`config.mk`:
```
export PLATFORM = sky130hd
export DESIGN_NAME = skt_ctrl
export DESIGN_NICKNAME = d
export VERILOG_FILES = /design/src/hw/rtl/sorted_key_table_macros.svh /design/src/hw/rtl/skt_pkg.sv /design/src/hw/rtl/skt_ctrl.sv
export SDC_FILE = /design/constraint.sdc
export NUM_CORES = 1
export LEC_CHECK = 0
export BUFFER_PORTS_ARGS = -buffer_cell sky130_fd_sc_hd__buf_2
export CAP_MARGIN = 20
export CORE_MARGIN = 3
export CORE_UTILIZATION = 44
export CTS_CLUSTER_SIZE = 40
export DETAILED_ROUTE_END_ITERATION = 10
export HOLD_SLACK_MARGIN = 0.05
export PLACE_DENSITY = 0.69
export SLEW_MARGIN = 25
export SYNTH_ARGS = -nofsm -noshare
export SYNTH_HDL_FRONTEND = slang
export SYNTH_SLANG_ARGS = --single-unit
```
`constraint.sdc`:
```
create_clock -name clk -period 11.3 [get_ports clk]
set_input_delay 1.695 -clock clk [delete_from_list [all_inputs] [get_ports clk]]
set_output_delay 1.695 -clock clk [all_outputs]
set_load 0.005 [all_outputs]
```
`src/hw/rtl/sorted_key_table_macros.svh`:
```
// ----------------------------------------------------------------------------
// sorted_key_table_macros
// Assertion macros used by the sorted key table top level.
// ----------------------------------------------------------------------------
`ifndef SORTED_KEY_TABLE_MACROS_SVH
`define SORTED_KEY_TABLE_MACROS_SVH

// same-cycle implication, checked outside reset
`define SKT_ASSERT_NOW(label, ck, rn, ante, cons, msg) \
  label: assert property (@(posedge ck) disable iff (!rn) (ante) |-> (cons)) \
    else $error(msg);

// next-cycle implication, checked outside reset
`define SKT_ASSERT_NEXT(label, ck, rn, ante, cons, msg) \
  label: assert property (@(posedge ck) disable iff (!rn) (ante) |=> (cons)) \
    else $error(msg);

`endif

```
`src/hw/rtl/skt_pkg.sv`:
```
// ----------------------------------------------------------------------------
// skt_pkg
// Word types, request and status codes and controller states of the sorted
// key table.
// ----------------------------------------------------------------------------
package skt_pkg;

  localparam int KEY_BITS  = 32;
  localparam int WORD_BITS = 32;
  localparam int SLOT_BITS = 9;

  // request codes
  localparam logic [1:0] REQ_INSERT = 2'd0;
  localparam logic [1:0] REQ_LOOKUP = 2'd1;
  localparam logic [1:0] REQ_CLEAR  = 2'd2;

  // status codes
  localparam logic [1:0] ST_NEW  = 2'd0;
  localparam logic [1:0] ST_HIT  = 2'd1;
  localparam logic [1:0] ST_MISS = 2'd2;
  localparam logic [1:0] ST_FULL = 2'd3;

  typedef struct packed {
    logic [1:0]                 req_type;
    logic signed [KEY_BITS-1:0] key;
    logic [WORD_BITS-1:0]       payload;
  } in_word_t;

  typedef struct packed {
    logic [1:0]           status;
    logic [WORD_BITS-1:0] found_payload;
    logic [SLOT_BITS-1:0] slot;
    logic [SLOT_BITS-1:0] entry_count;
  } out_word_t;

  typedef enum logic [2:0] {
    S_IDLE,
    S_SRCH,
    S_CMP,
    S_SHIFT,
    S_INS,
    S_DONE
  } skt_state_t;

endpackage

```
`src/hw/rtl/skt_ctrl.sv`:
```
// ----------------------------------------------------------------------------
// skt_ctrl
// Sequencer of the sorted key table: binary search over the entry RAM, entry
// shift for inserts, fill count and result assembly.
// ----------------------------------------------------------------------------
module skt_ctrl
  import skt_pkg::*;
#(
  parameter int TABLE_DEPTH  = 256,
  parameter int PAYLOAD_BITS = 32
) (
  input  logic                                 clk,
  input  logic                                 rst_n,
  input  logic                                 in_valid,
  output logic                                 in_ready,
  input  in_word_t                             in_word,
  output logic                                 res_valid,
  input  logic                                 res_ready,
  output out_word_t                            res_word,
  output logic [$clog2(TABLE_DEPTH+1)-1:0]     fill,
  output logic                                 mem_we,
  output logic [$clog2(TABLE_DEPTH)-1:0]       mem_waddr,
  output logic [KEY_BITS+PAYLOAD_BITS-1:0]     mem_wdata,
  output logic [$clog2(TABLE_DEPTH)-1:0]       mem_raddr,
  input  logic [KEY_BITS+PAYLOAD_BITS-1:0]     mem_rdata
);

  localparam int AW = $clog2(TABLE_DEPTH);
  localparam int CW = $clog2(TABLE_DEPTH + 1);
  localparam int PW = PAYLOAD_BITS;
  localparam logic [CW-1:0] DEPTH_C = CW'(TABLE_DEPTH);

  skt_state_t state_r, state_nxt;
  logic [1:0]                 req_r, req_nxt;
  logic signed [KEY_BITS-1:0] key_r, key_nxt;
  logic [PW-1:0]              pay_r, pay_nxt;
  logic [CW-1:0]              lo_r, lo_nxt;
  logic [CW-1:0]              hi_r, hi_nxt;
  logic [AW-1:0]              ptr_r, ptr_nxt;
  logic [CW-1:0]              fill_r, fill_nxt;
  out_word_t                  res_r, res_nxt;

  logic [CW-1:0]              mid;
  logic [CW-1:0]              fill_inc;
  logic [CW-1:0]              fill_dec;
  logic signed [KEY_BITS-1:0] rd_key;
  logic [PW-1:0]              rd_pay;
  logic [63:0]                in_pay_ext;
  logic [63:0]                rd_pay_ext;
  logic [31:0]                lo_ext;
  logic [31:0]                mid_ext;
  logic [31:0]                fill_ext;
  logic [31:0]                fill_inc_ext;

  // search midpoint and count arithmetic
  assign mid      = lo_r + ((hi_r - lo_r) >> 1);
  assign fill_inc = fill_r + 1'b1;
  assign fill_dec = fill_r - 1'b1;

  // entry fields from the RAM
  assign rd_key = $signed(mem_rdata[KEY_BITS+PW-1:PW]);
  assign rd_pay = mem_rdata[PW-1:0];

  // resizing to the fixed word fields
  assign in_pay_ext   = 64'(in_word.payload);
  assign rd_pay_ext   = 64'(rd_pay);
  assign lo_ext       = 32'(lo_r);
  assign mid_ext      = 32'(mid);
  assign fill_ext     = 32'(fill_r);
  assign fill_inc_ext = 32'(fill_inc);

  assign res_word = res_r;
  assign fill     = fill_r;

  // control state
  always_ff @(posedge clk) begin
    if (!rst_n) begin
      state_r <= S_IDLE;
      fill_r  <= '0;
    end else begin
      state_r <= state_nxt;
      fill_r  <= fill_nxt;
    end
  end

  // working registers
  always_ff @(posedge clk) begin
    req_r <= req_nxt;
    key_r <= key_nxt;
    pay_r <= pay_nxt;
    lo_r  <= lo_nxt;
    hi_r  <= hi_nxt;
    ptr_r <= ptr_nxt;
    res_r <= res_nxt;
  end

  // sequencer
  always_comb begin
    state_nxt = state_r;
    req_nxt   = req_r;
    key_nxt   = key_r;
    pay_nxt   = pay_r;
    lo_nxt    = lo_r;
    hi_nxt    = hi_r;
    ptr_nxt   = ptr_r;
    fill_nxt  = fill_r;
    res_nxt   = res_r;
    in_ready  = 1'b0;
    res_valid = 1'b0;
    mem_we    = 1'b0;
    mem_waddr = lo_r[AW-1:0];
    mem_wdata = {key_r, pay_r};
    mem_raddr = mid[AW-1:0];

    case (state_r)
      S_IDLE: begin
        in_ready = 1'b1;
        if (in_valid) begin
          req_nxt = in_word.req_type;
          key_nxt = in_word.key;
          pay_nxt = in_pay_ext[PW-1:0];
          lo_nxt  = '0;
          hi_nxt  = fill_r;
          case (in_word.req_type)
            REQ_INSERT, REQ_LOOKUP: begin
              state_nxt = S_SRCH;
            end
            REQ_CLEAR: begin
              fill_nxt              = '0;
              res_nxt.status        = ST_NEW;
              res_nxt.found_payload = '0;
              res_nxt.slot          = '0;
              res_nxt.entry_count   = '0;
              state_nxt             = S_DONE;
            end
            default: begin
              res_nxt.status        = ST_MISS;
              res_nxt.found_payload = '0;
              res_nxt.slot          = '0;
              res_nxt.entry_count   = fill_ext[SLOT_BITS-1:0];
              state_nxt             = S_DONE;
            end
          endcase
        end
      end

      // issue a probe read, or settle a miss, a full table, an append or the start of a shift
      S_SRCH: begin
        res_nxt.found_payload = '0;
        res_nxt.slot          = lo_ext[SLOT_BITS-1:0];
        res_nxt.entry_count   = fill_ext[SLOT_BITS-1:0];
        if (lo_r < hi_r) begin
          mem_raddr = mid[AW-1:0];
          state_nxt = S_CMP;
        end else if (req_r == REQ_LOOKUP) begin
          res_nxt.status = ST_MISS;
          state_nxt      = S_DONE;
        end else if (fill_r == DEPTH_C) begin
          res_nxt.status = ST_FULL;
          state_nxt      = S_DONE;
        end else if (lo_r == fill_r) begin
          // append at the end, nothing to move
          mem_we              = 1'b1;
          mem_waddr           = lo_r[AW-1:0];
          fill_nxt            = fill_inc;
          res_nxt.status      = ST_NEW;
          res_nxt.entry_count = fill_inc_ext[SLOT_BITS-1:0];
          state_nxt           = S_DONE;
        end else begin
          mem_raddr = fill_dec[AW-1:0];
          ptr_nxt   = fill_dec[AW-1:0];
          state_nxt = S_SHIFT;
        end
      end

      // compare probed key: on a hit report it (and replace it on an insert), else narrow the bounds
      S_CMP: begin
        if (rd_key == key_r) begin
          if (req_r == REQ_INSERT) begin
            mem_we    = 1'b1;
            mem_waddr = mid[AW-1:0];
          end
          res_nxt.status        = ST_HIT;
          res_nxt.found_payload = rd_pay_ext[WORD_BITS-1:0];
          res_nxt.slot          = mid_ext[SLOT_BITS-1:0];
          res_nxt.entry_count   = fill_ext[SLOT_BITS-1:0];
          state_nxt             = S_DONE;
        end else begin
          if (rd_key < key_r) begin
            lo_nxt = mid + 1'b1;
          end else begin
            hi_nxt = mid;
          end
          state_nxt = S_SRCH;
        end
      end

      // move one entry up per cycle, top down
      S_SHIFT: begin
        mem_we    = 1'b1;
        mem_waddr = ptr_r + 1'b1;
        mem_wdata = mem_rdata;
        if (ptr_r == lo_r[AW-1:0]) begin
          state_nxt = S_INS;
        end else begin
          ptr_nxt   = ptr_r - 1'b1;
          mem_raddr = ptr_r - 1'b1;
        end
      end

      // drop the new entry into the gap
      S_INS: begin
        mem_we              = 1'b1;
        mem_waddr           = lo_r[AW-1:0];
        fill_nxt            = fill_inc;
        res_nxt.status      = ST_NEW;
        res_nxt.entry_count = fill_inc_ext[SLOT_BITS-1:0];
        state_nxt           = S_DONE;
      end

      // hand the result word to the output register
      S_DONE: begin
        res_valid = 1'b1;
        if (res_ready) begin
          state_nxt = S_IDLE;
        end
      end

      default: begin
        state_nxt = S_IDLE;
      end
    endcase
  end

endmodule

```
-- After elaboration in Yosys (flattened, before gate mapping)
Index checks and enable logic that the tools add are counted.
- $add $sub $neg: 7
- magnitude comparators: 2
- eq/ne operators: 27
- mux-type cells: 60
- reductions and logical operators: 19
- operator list (operator ; number):
    case mux 41 bit (3 select lines) ; 1
    2-to-1 mux 9 bit ; 12
    2-to-1 mux 52 bit ; 2
    case mux 52 bit (2 select lines) ; 1
    2-to-1 mux 8 bit ; 12
    2-to-1 mux 64 bit ; 1
    case mux 8 bit (2 select lines) ; 3
    case mux 9 bit (2 select lines) ; 2
    case mux 9 bit (4 select lines) ; 1
    equality test 32 bit ; 1
    < comparator 32 bit ; 1
    2-to-1 mux 3 bit ; 9
    case mux 9 bit (3 select lines) ; 1
    != test 2 bit (second input constant) ; 13
    adder 9 x 1 -> 9 bit (second input constant) ; 2
    case mux 3 bit (6 select lines) ; 1
    AND reduction 4 bit ; 4
    subtractor 8 x 1 -> 8 bit (second input constant) ; 2
    AND reduction 6 bit ; 2
    adder 9 x 8 -> 9 bit ; 1
    equality test 9 bit ; 1
    equality test 9 bit (second input constant) ; 1
    < comparator 9 bit ; 1
    subtractor 9 bit ; 1
    other kinds (21) ; 39
- register bits after elaboration: 156
- bits of input ports: 134
- output and inout port bits: 144
- logic and storage cells: 127

-- Longest topological paths before layout
- depth in word-level cells: 7
- mapped depth: 19
- depth with buffers taken out: 19

-- Worst setup path before layout
Ideal clock, no wire load.
- path type: input -> register
- start: input port mem_rdata[47]
- end: register res_r, in the netlist res_word[10], enable pin
- library setup time: 464 ps
- arrival time: 4912 ps
- required time: 10836 ps
- path slack: 5924 ps
- stages: 6
- buffers on the path: 0
- path through: ha_1 nand4_2 nor4_2 and4b_2 o21bai_1 a31oi_1
- cells in the longest elaborated chain, start to end: 3
- ends and longest elaborated chain (item ; line ; RTL):
    from (decl) ; skt_ctrl.sv:25 ; input logic [KEY_BITS+PAYLOAD_BITS-1:0] mem_rdata
    equality test 32 bit ; skt_ctrl.sv:178 ; if (rd_key == key_r) begin
    != test 2 bit (no line) ; n/a ;
    AND reduction 4 bit (no line) ; n/a ;
    to (signal assigned) ; skt_ctrl.sv:94 ; res_r <= res_nxt;
    to (decl) ; skt_ctrl.sv:41 ; out_word_t res_r, res_nxt;
No other way between the ends.
A chain may end at the register's enable or synchronous reset.

-- Final worst setup path
- start: input port mem_rdata[61]
- end: output port mem_waddr[0]
- cells in the longest elaborated chain, start to end: 3
- ends and longest elaborated chain (item ; line ; RTL):
    equality test 32 bit ; skt_ctrl.sv:178 ;
    2-to-1 mux 8 bit ; skt_ctrl.sv:178 ;
    case mux 8 bit (2 select lines) ; skt_ctrl.sv:115 ; case (state_r)
    to (decl) ; skt_ctrl.sv:22 ; output logic [$clog2(TABLE_DEPTH)-1:0] mem_waddr,
No other way between the ends.

==> results.sh <==
export IMPL_status="finished, final reports clean"
export IMPL_worst_pin_slew_ns=0.9702
export IMPL_netlist_area_um2=9573
export IMPL_setup_viol=0
export IMPL_seq_area_um2=4564
export IMPL_power_density_nw_per_um2=378.9
export IMPL_synth_warnings=0
export IMPL_synth_edf_count=144
export IMPL_syn_area_per_cell_um2=9.621
export IMPL_num_vias=8380
export IMPL_tns_ns=0
export IMPL_port_buffers=277
export IMPL_arrival_ns=4.43
export IMPL_drc=0
export IMPL_viasPerCell=5.477
export IMPL_slew_headroom_pct=35.09
export IMPL_async_reset_ff_share_pct=0
export IMPL_cp_start_kind="input port"
export IMPL_areaGrowthSynthToFinish_pct=22.81
export IMPL_min_path_type="reg2reg"
export IMPL_drt_first_pass_iters=5
export IMPL_drive_gt1_share_pct=28.29
export IMPL_hold_violations=0
export IMPL_clock_skew_ns=0.01337
export IMPL_rsz0062_at_grt="false"
export IMPL_track_usage_pct=23.52
export IMPL_die_h_um=153.5
export IMPL_grt_overflow=0
export IMPL_leakagePower_nw=5.190
export IMPL_cts_buffer_depth=2
export IMPL_rows=53
export IMPL_antenna_found_initial=1
export IMPL_diodes=0
export IMPL_htree_levels=4
export IMPL_io_pins=278
export IMPL_clkTransAtPathRegs_ns=0.07
export IMPL_dieArea_um2=23560
export IMPL_syn_inst=995
export IMPL_ant_nets=0
export IMPL_wl_per_cell_um=18.41
export IMPL_synthMuxAreaShare_pct=0.3398
export IMPL_core_area_um2=21220
export IMPL_gp_congestion=0.9361
export IMPL_fin_total_pwr_mw=4.455
export IMPL_multi_input_area_um2=4554
export IMPL_totalWireLength_mm=28.17
export IMPL_fin_crit_sh_pct=54.16
export IMPL_required_ns=9.61
export IMPL_final_cell_mix="buf_2 (277), nand2_1 (188), edfxtp_1 (144), o21ai_0 (70), inv_1 (57)"
export IMPL_synth_top_family_by_area="simple AND/OR/NAND/NOR gates"
export IMPL_cts_resized_gates=0
export IMPL_synth_xor_area_share_pct=5.581
export IMPL_clock_latency_ns=0.43
export IMPL_fin_nets=1432
export IMPL_critPathCaptureType="primary output"
export IMPL_final_util_pct=55.40
export IMPL_syn_num_nets=1185
export IMPL_synth_simple_area_share_pct=18.91
export IMPL_finalCriticalPeriod_ns=6.121
export IMPL_grt_pass1_wl_mm=44.02
export IMPL_p_int_mw=2.354
export IMPL_cts_hold_buf=0
export IMPL_synth_compound_area_share_pct=14.94
export IMPL_ys_seq_area_share_pct=47.68
export IMPL_cts_buffers=17
export IMPL_worstSetupPathType="in2out"
export IMPL_ys_types=72
export IMPL_switchingPower_mw=2.101
export IMPL_hpwl_mm=20.62
export IMPL_chipWidth_um=153.5
export IMPL_post_cts_buffers=0
export IMPL_path_max_fanout=11
export IMPL_slew_viol_final=0
export IMPL_drt_iter0_drc=725
export IMPL_pwr_share_comb_pct=61.7
export IMPL_ys_seq_elements=156
export IMPL_swShare_pct=47.17
export IMPL_grt_start_max_net_pins=107
export IMPL_initial_core_util_pct=45.11
export IMPL_cts_sinks=156
export IMPL_synth_flop_cell="edfxtp_1"
export IMPL_maxCapViolations=0
export IMPL_max_clock_freq_mhz=163.4
export IMPL_cts_tree="yes"
export IMPL_ir_drop_uv=254.7
export IMPL_grt_pass1_vias=8095
export IMPL_cts_root_buf="clkbuf_16"
export IMPL_synthAdderAreaFrac_pct=7.476
export IMPL_clkPwrFrac_pct=13.7
export IMPL_setup_slack_ns=5.179
export IMPL_place_ws_ns=5.290
export IMPL_layout_commonest_cell="buf_2"
export IMPL_power_frac_seq_pct=24.6
export IMPL_fillers=1937
registers in the layout, summed over array words and instances, names as in the netlist:
name and flops:
res_word 52, key_r 32, pay_r 32, fill 9
hi_r 9, lo_r 9, ptr_r 8, state_r 3
req_r 2
per-stage QoR:
step                area [um2]  hold slack, ns  cells
floorplan                 9573          0.5348    995
global placement         11130          0.6271   1498
detailed placement       11130          0.6191   1498
CTS                      11750          0.6285   1530
global route             11760          0.6616   1530
finish                   11760          0.6405   1530
layout make-up:
| type | count | share of cell area (%) |
|---|---|---|
| Tap cell | 275 | 2.927 |
| Clock buffer | 17 | 3.619 |
| Sequential cell | 156 | 38.82 |
| Timing Repair Buffer | 285 | 12.34 |
| Multi-Input combinational cell | 723 | 38.74 |
| Inverter | 59 | 1.884 |
| Clock inverter | 15 | 1.671 |
cell usage after synthesis, drive strengths merged, types with 22 or more instances:
cell    instances  area share [%]
a21oi          51             2.7
and3           41             2.7
clkbuf         40             1.6
edfxtp        144              45
ha             54             7.1
inv            58             2.3
nand2         190             7.4
nand3          23             1.3
nor2           55             2.2
o21ai          73             3.9
o22ai          22             1.4
xnor2          36             3.3
xor2           25             2.3
final timing paths:
path,end,depth (start not counted),start,slack (ns)
worst max register to register,lo_r[8],18,lo_r[0],7.16
worst min register to register,fill[1],2,fill[1],0.64
worst max-delay path,mem_waddr[0],10,mem_rdata[61],5.18
worst min-delay path,fill[1],2,fill[1],0.64
critical path, cell delays in order:
cell      delay, ns
buf_2          0.11
ha_1           0.29
nand4_1        0.19
nor3_1         0.42
and4b_2        0.37
nor3b_4        0.54
nand2_1        0.31
o22ai_1        0.23
a211oi_2       0.10
buf_2          0.16
routing by layer:
metal  GRT usage [%]  wire length, um  vias to the layer above
li1                -                -                     4057
met1           30.30            11240                     3822
met2           38.33            13490                      430
met3           6.023             2498                       69
met4           8.957              939                        2
met5               0                7                        -
cells by family after synthesis:
family	count (synthesis)
flops	156
fa+ha+maj	56
simple gates	381
mux	3
buf+inv	116
compound gates	222
xor+xnor	61
power groups by stage:
stage                     clock network (mW)  logic, mW  registers [mW]
final                                  0.612       2.75            1.09
after detailed placement                   0       2.71            1.10
after global routing                   0.648       3.00            1.12
after CTS                              0.622       2.73            1.09
after global placement                     0       2.68            1.10
after floorplan                            0       1.79            1.06
Power figures use the tool's default switching activity.
